$ cat config.mk
export PLATFORM = sky130hd
export DESIGN_NAME = sisdf_front_flat
export DESIGN_NICKNAME = d
export VERILOG_FILES = /design/src/hdl/sisdf_pkg.sv /design/src/hdl/sisdf_ifs.sv /design/src/hdl/sisdf_front.sv /design/src/flat_wrapper.sv
export SDC_FILE = /design/constraint.sdc
export NUM_CORES = 1
export LEC_CHECK = 0
export BUFFER_PORTS_ARGS = -buffer_cell sky130_fd_sc_hd__buf_2
export CAP_MARGIN = 20
export CORE_AREA = 4 4 209 252
export DETAILED_ROUTE_END_ITERATION = 16
export DIE_AREA = 0 0 213 256
export PLACE_DENSITY = 0.55
export SLEW_MARGIN = 0
export SYNTH_ARGS = -nofsm -noshare
export SYNTH_HDL_FRONTEND = slang
export SYNTH_SLANG_ARGS = --single-unit
$ cat constraint.sdc
create_clock -name clk -period 19.3 [get_ports clk]
set_clock_uncertainty 0.2 [all_clocks]
set_input_delay 3.86 -clock clk [delete_from_list [all_inputs] [get_ports clk]]
set_output_delay 3.86 -clock clk [all_outputs]
set_load 0.01 [all_outputs]
$ cat src/hdl/sisdf_pkg.sv
package sisdf_pkg;

  localparam int STATS_ENTRIES = 1024;
  localparam int DENY_ENTRIES  = 256;
  localparam int QDEPTH        = 2;

  localparam int SAW = $clog2(STATS_ENTRIES);
  localparam int DAW = $clog2(DENY_ENTRIES);
  localparam int SCW = SAW + 1;
  localparam int IW  = ((SAW > DAW) ? SAW : DAW) + 1;
  localparam int QAW = $clog2(QDEPTH);
  localparam int QCW = $clog2(QDEPTH + 1);

  localparam logic [15:0] ETHER_IPV4 = 16'h0800;
  localparam logic [15:0] MIN_FRAME  = 16'd34;
  localparam logic [16:0] ETH_HDR    = 17'd14;
  localparam logic [16:0] TCP_HDR    = 17'd20;
  localparam logic [7:0]  PROTO_TCP  = 8'd6;
  localparam logic [3:0]  MIN_IHL    = 4'd5;

  typedef enum logic [1:0] {
    OP_FRAME   = 2'd0,
    OP_INSTALL = 2'd1,
    OP_REMOVE  = 2'd2,
    OP_QUERY   = 2'd3
  } op_t;

  typedef enum logic [1:0] {
    ST_OK       = 2'd0,
    ST_FULL     = 2'd1,
    ST_NOTFOUND = 2'd2
  } status_t;

  typedef struct packed {
    op_t         op;
    logic [31:0] key;
    logic        qual;
    logic        syn;
    logic [63:0] now;
    logic [63:0] expiry;
  } cmd_t;

endpackage

$ cat src/hdl/sisdf_ifs.sv
interface sisdf_in_if;
  logic        valid;
  logic        ready;
  logic [1:0]  opcode;
  logic [31:0] source_addr;
  logic [15:0] frame_bytes;
  logic [15:0] ether_kind;
  logic [7:0]  ip_proto;
  logic [3:0]  ip_header_words;
  logic        syn_flag;
  logic        ack_flag;
  logic [63:0] now_time;
  logic [63:0] expiry_time;
  modport source(output valid, opcode, source_addr, frame_bytes, ether_kind, ip_proto,
                 ip_header_words, syn_flag, ack_flag, now_time, expiry_time, input ready);
  modport sink(input valid, opcode, source_addr, frame_bytes, ether_kind, ip_proto,
               ip_header_words, syn_flag, ack_flag, now_time, expiry_time, output ready);
endinterface


$ cat src/hdl/sisdf_front.sv
module sisdf_front import sisdf_pkg::*; (
  input  logic       clk,
  input  logic       rst_n,
  sisdf_in_if.sink   in_ch,
  output cmd_t       q_cmd,
  output logic       q_valid,
  input  logic       q_ready
);

  cmd_t           ent_r [QDEPTH];
  logic [QAW-1:0] wp_r, wp_nxt, rp_r, rp_nxt;
  logic [QCW-1:0] cnt_r, cnt_nxt;
  cmd_t           cls;
  logic [16:0]    hdr_end;
  logic           push, pop;

  assign in_ch.ready = cnt_r != QCW'(QDEPTH);
  assign push        = in_ch.valid && in_ch.ready;
  assign q_valid     = cnt_r != '0;
  assign pop         = q_valid && q_ready;
  assign q_cmd       = ent_r[rp_r];

  assign hdr_end = ETH_HDR + {11'd0, in_ch.ip_header_words, 2'b00} + TCP_HDR;

  always_comb begin
    cls.op     = op_t'(in_ch.opcode);
    cls.key    = in_ch.source_addr;
    cls.qual   = (in_ch.ether_kind == ETHER_IPV4) && (in_ch.frame_bytes >= MIN_FRAME);
    cls.syn    = (in_ch.ip_proto == PROTO_TCP) && (in_ch.ip_header_words >= MIN_IHL) &&
                 (hdr_end <= {1'b0, in_ch.frame_bytes}) && in_ch.syn_flag && !in_ch.ack_flag;
    cls.now    = in_ch.now_time;
    cls.expiry = in_ch.expiry_time;
  end

  always_comb begin
    wp_nxt  = wp_r;
    rp_nxt  = rp_r;
    cnt_nxt = cnt_r;
    if (push) begin
      wp_nxt = (wp_r == QAW'(QDEPTH - 1)) ? '0 : wp_r + 1'b1;
    end
    if (pop) begin
      rp_nxt = (rp_r == QAW'(QDEPTH - 1)) ? '0 : rp_r + 1'b1;
    end
    if (push && !pop) begin
      cnt_nxt = cnt_r + 1'b1;
    end else if (pop && !push) begin
      cnt_nxt = cnt_r - 1'b1;
    end
  end

  always_ff @(posedge clk) begin
    if (!rst_n) begin
      wp_r  <= '0;
      rp_r  <= '0;
      cnt_r <= '0;
    end else begin
      wp_r  <= wp_nxt;
      rp_r  <= rp_nxt;
      cnt_r <= cnt_nxt;
    end
  end

  always_ff @(posedge clk) begin
    if (push) begin
      ent_r[wp_r] <= cls;
    end
  end

`ifndef NO_ASSERTIONS
  a_cnt_bound: assert property (@(posedge clk) disable iff (!rst_n)
    cnt_r <= QCW'(QDEPTH)) else $error("queue count overflow");
  a_push_count: assert property (@(posedge clk) disable iff (!rst_n)
    push && !pop |=> cnt_r == $past(cnt_r) + 1'b1) else $error("push lost");
  a_pop_count: assert property (@(posedge clk) disable iff (!rst_n)
    pop && !push |=> cnt_r == $past(cnt_r) - 1'b1) else $error("pop lost");
`endif

endmodule

$ cat src/flat_wrapper.sv
// flat-port wrapper written by rule: the top's interface ports become plain ports
module sisdf_front_flat import sisdf_pkg::*;
  (clk, rst_n, q_cmd, q_valid, q_ready, in_ch_valid, in_ch_opcode, in_ch_source_addr, in_ch_frame_bytes, in_ch_ether_kind, in_ch_ip_proto, in_ch_ip_header_words, in_ch_syn_flag, in_ch_ack_flag, in_ch_now_time, in_ch_expiry_time, in_ch_ready);
  sisdf_in_if in_ch_i ();
  input  logic clk;
  input  logic rst_n;
  output cmd_t q_cmd;
  output logic q_valid;
  input  logic q_ready;
  input wire logic [$bits(in_ch_i.valid)-1:0] in_ch_valid;
  input wire logic [$bits(in_ch_i.opcode)-1:0] in_ch_opcode;
  input wire logic [$bits(in_ch_i.source_addr)-1:0] in_ch_source_addr;
  input wire logic [$bits(in_ch_i.frame_bytes)-1:0] in_ch_frame_bytes;
  input wire logic [$bits(in_ch_i.ether_kind)-1:0] in_ch_ether_kind;
  input wire logic [$bits(in_ch_i.ip_proto)-1:0] in_ch_ip_proto;
  input wire logic [$bits(in_ch_i.ip_header_words)-1:0] in_ch_ip_header_words;
  input wire logic [$bits(in_ch_i.syn_flag)-1:0] in_ch_syn_flag;
  input wire logic [$bits(in_ch_i.ack_flag)-1:0] in_ch_ack_flag;
  input wire logic [$bits(in_ch_i.now_time)-1:0] in_ch_now_time;
  input wire logic [$bits(in_ch_i.expiry_time)-1:0] in_ch_expiry_time;
  output wire logic [$bits(in_ch_i.ready)-1:0] in_ch_ready;
  assign in_ch_i.valid = in_ch_valid;
  assign in_ch_i.opcode = in_ch_opcode;
  assign in_ch_i.source_addr = in_ch_source_addr;
  assign in_ch_i.frame_bytes = in_ch_frame_bytes;
  assign in_ch_i.ether_kind = in_ch_ether_kind;
  assign in_ch_i.ip_proto = in_ch_ip_proto;
  assign in_ch_i.ip_header_words = in_ch_ip_header_words;
  assign in_ch_i.syn_flag = in_ch_syn_flag;
  assign in_ch_i.ack_flag = in_ch_ack_flag;
  assign in_ch_i.now_time = in_ch_now_time;
  assign in_ch_i.expiry_time = in_ch_expiry_time;
  assign in_ch_ready = in_ch_i.ready;
  sisdf_front u_core (.clk(clk), .rst_n(rst_n), .in_ch(in_ch_i), .q_cmd(q_cmd), .q_valid(q_valid), .q_ready(q_ready));
endmodule
==> summary.txt <==
fraction of layout cells with a size suffix above 1: 59.4%
cell taking the most area after synthesis: edfxtp_1
top cell type's share of synthesized area: 79.2%
Fin. Hold Viols: 0
final setup vio count: 0
synthesized cell area: 0.0124 mm²
Relative slew margins: 35.5%
synthesis-to-finish area growth: 30.9%
Post-route DRC: 0
async set-reset flop share out of synthesis: 0%
placer congestion estimate: 0.754
number of max-cap violations: 0
min-delay worst type: reg -> reg
Slew @ Worst Pin: 968 ps
Avg WL per Cell: 17.2 µm
Worst Path Max Fanout: 59
Filler cells: 4908
IO buf count: 377
Synth area leaders: edfxtp_1 (79%), mux2_2 (15%), ha_1 (1.0%)
Comb pwr share: 23.3%
I/O pins: 378
CP peak stage delay: 830 ps
Pre-Repair DR Iteration Count: 4
largest net degree at the start of global routing: 64
switching portion of total power: 27.5%
initial antenna violation count: 8
CTS tree: done
Antenna Violating Nets Remaining: 0
vias in the first global route: 7262
vias after detailed routing: 6855
maximum vdd drop: 69.2 µV
Clock Pin Slew Worst Setup and Hold Paths: 60 ps
final period utilization: 35.3%
hold buffers post-CTS: 0
clock root cell: clkbuf_16
post-synthesis sequential area ratio: 80.0%
Net Count, Synth: 811
most common flop cell mapped by yosys: edfxtp_1
Post-Synthesis Cells: 589
Storage cell area: 0.00995 mm²
synth cell count leaders: edfxtp_1 (328), mux2_2 (164), buf_2 (18), inv_1 (11), ha_1 (10)
most common cell in the synthesized netlist: edfxtp_1
Worst Setup Start Kind: register
vias per cell: 4.11
crit path cell chain: buf_4, mux2_2, buf_2
Flop pwr share: 45.1%
number of synthesis warnings: 0
status: completed
Avg Inst Size Synth: 21.1 µm²
leakage power: 0.00605 µW
delay-heaviest family, CP: buffers and inverters
1st-iter DRT viols: 274
worst path arrival time: 2750 ps
post-synthesis register bit count: 333
crit path kind: reg -> out
Worst-Skew Late Latency: 530 ps
critical path's slowest cell: dfxtp_4
pwr dens: 131 mW/mm²
Final Net Count: 1216
Num CTS Buffers: 37
P_sw: 588 µW
Routed WL: 28800 µm
Internal: 1550 µW
RSZ-0062 raised after global routing: no
clock power share: 31.6%
Netlist cell types: 35
first-pass GRT wire length: 42200 µm
GRT overflow: 0
Post-synth EDFFs: 328
Min Hold Slack: 317 ps
min cycle time layout: 6810 ps
final setup TNS: 0 ps
htree depth: 2
max-slew violations: 0
die width: 213 µm
Post-DP HPWL: 19800 µm
Core Area: 0.0501 mm²
crit end category: output port
row count: 90
GRT Overall Usage: 10.0%
CP Buf/Inv Count: 2
die span in y: 256 µm
Die ar.: 0.0545 mm²
Sink Count: 333
Setup Fix Bufs, Post-CTS: 0
Required @ worst endpoint: 15240 ps
cts repair resizes: 0
Clock Path Buffers: 3
Max Fclk: 0.147 GHz
multi-input gate area in the final layout: 0.00237 mm²
Initial Util: 24.8%
-- metrics by stage --
stage / cells / util, % / area, µm² / total power (µW) / setup WS [ps]
4_1_cts: 1664 / 32.5 / 16300 / 2180 / 12330
6_report: 1668 / 32.5 / 16300 / 2130 / 12490
3_5_place_dp: 1599 / 30.1 / 15100 / 1490 / 12860
2_1_floorplan: 589 / - / 12400 / 1290 / 7650
3_3_place_gp: 1599 / 30.1 / 15100 / 1490 / 12940
5_1_grt: 1667 / 32.5 / 16300 / 2250 / 12270
-- power by group through the flow --
stage	Combinational, µW	Sequential (µW)	Clock [µW]
2_1_floorplan	311	983	0
3_3_place_gp	510	975	0
3_5_place_dp	512	981	0
4_1_cts	514	966	704
5_1_grt	539	975	732
6_report	497	964	674
-- flip-flops by register name, indices dropped and copies added, names as in the netlist, named ones only --
register / flops
u_core.ent_r: 328
u_core.cnt_r: 2
u_core.wp_r: 1
u_core.rp_r: 1
-- metal layers --
| layer | global-route usage (%) | routed length (µm) |
|---|---|---|
| met2 | 17.3 | 14500 |
| met4 | 4.01 | 884 |
| met5 | 0 | 26 |
| met3 | 3.97 | 2790 |
| met1 | 11.0 | 10500 |
-- worst reg2reg max path, delay by kind of cell (launching register included) --
family / cells / cell delay, ps
buffers and inverters: 2 / 1320
flip-flops: 1 / 390
AND/OR/NAND/NOR: 3 / 430
-- worst paths after layout --
check	start	to	slack, ps	cells past startpoint
min reg2reg	u_core.cnt_r[1]$_SDFFE_PN0P_	u_core.cnt_r[1]$_SDFFE_PN0P_	320	2
max	register	q_cmd[35]	12490	3
max reg2reg	u_core.cnt_r[0]$_SDFFE_PN0P_	u_core.ent_r[0][110]$_DFFE_PP_	16460	5
min	u_core.cnt_r[1]$_SDFFE_PN0P_	u_core.cnt_r[1]$_SDFFE_PN0P_	320	2
-- logic make-up after synthesis --
group | Yosys count | synth area share (%)
flops | 333 | 80.0
mux | 165 | 14.9
simple gates | 31 | 1.69
buf+inv | 29 | 1.06
compound gates | 14 | 0.825
fa+ha+maj | 10 | 1.01
xor+xnor | 7 | 0.493
-- cell type report --
cell class / instances / area share [%]
antenna: 4 / 0.0615
clock buffer: 45 / 5.87
clock inverter: 20 / 1.23
inverter: 11 / 0.254
multi-input combinational: 227 / 14.6
sequential: 333 / 61.2
tap: 644 / 4.95
timing repair buffer: 384 / 11.9
-- layout by cell type, fill, tap and decap left out, types with 2 or more instances in the layout --
master | netlist | final
mux2_2 | 164 | 164
diode_2 | 0 | 4
clkbuf_16 | 0 | 37
xor2_1 | 2 | 2
a21o_1 | 2 | 2
nand2b_1 | 2 | 2
inv_1 | 11 | 11
inv_6 | 0 | 3
clkbuf_1 | 0 | 8
edfxtp_1 | 328 | 328
bufinv_16 | 0 | 3
buf_2 | 18 | 377
nor4_1 | 4 | 4
ha_1 | 10 | 10
buf_4 | 0 | 7
xnor2_1 | 5 | 5
nor2_1 | 3 | 2
dfxtp_1 | 5 | 4
and2_1 | 4 | 4
nand2_1 | 4 | 4
a21oi_1 | 2 | 2
nor4b_1 | 3 | 3
nand4b_1 | 3 | 3
clkinv_2 | 0 | 8
clkinv_1 | 0 | 4
(Power assumes the default switching activity.)
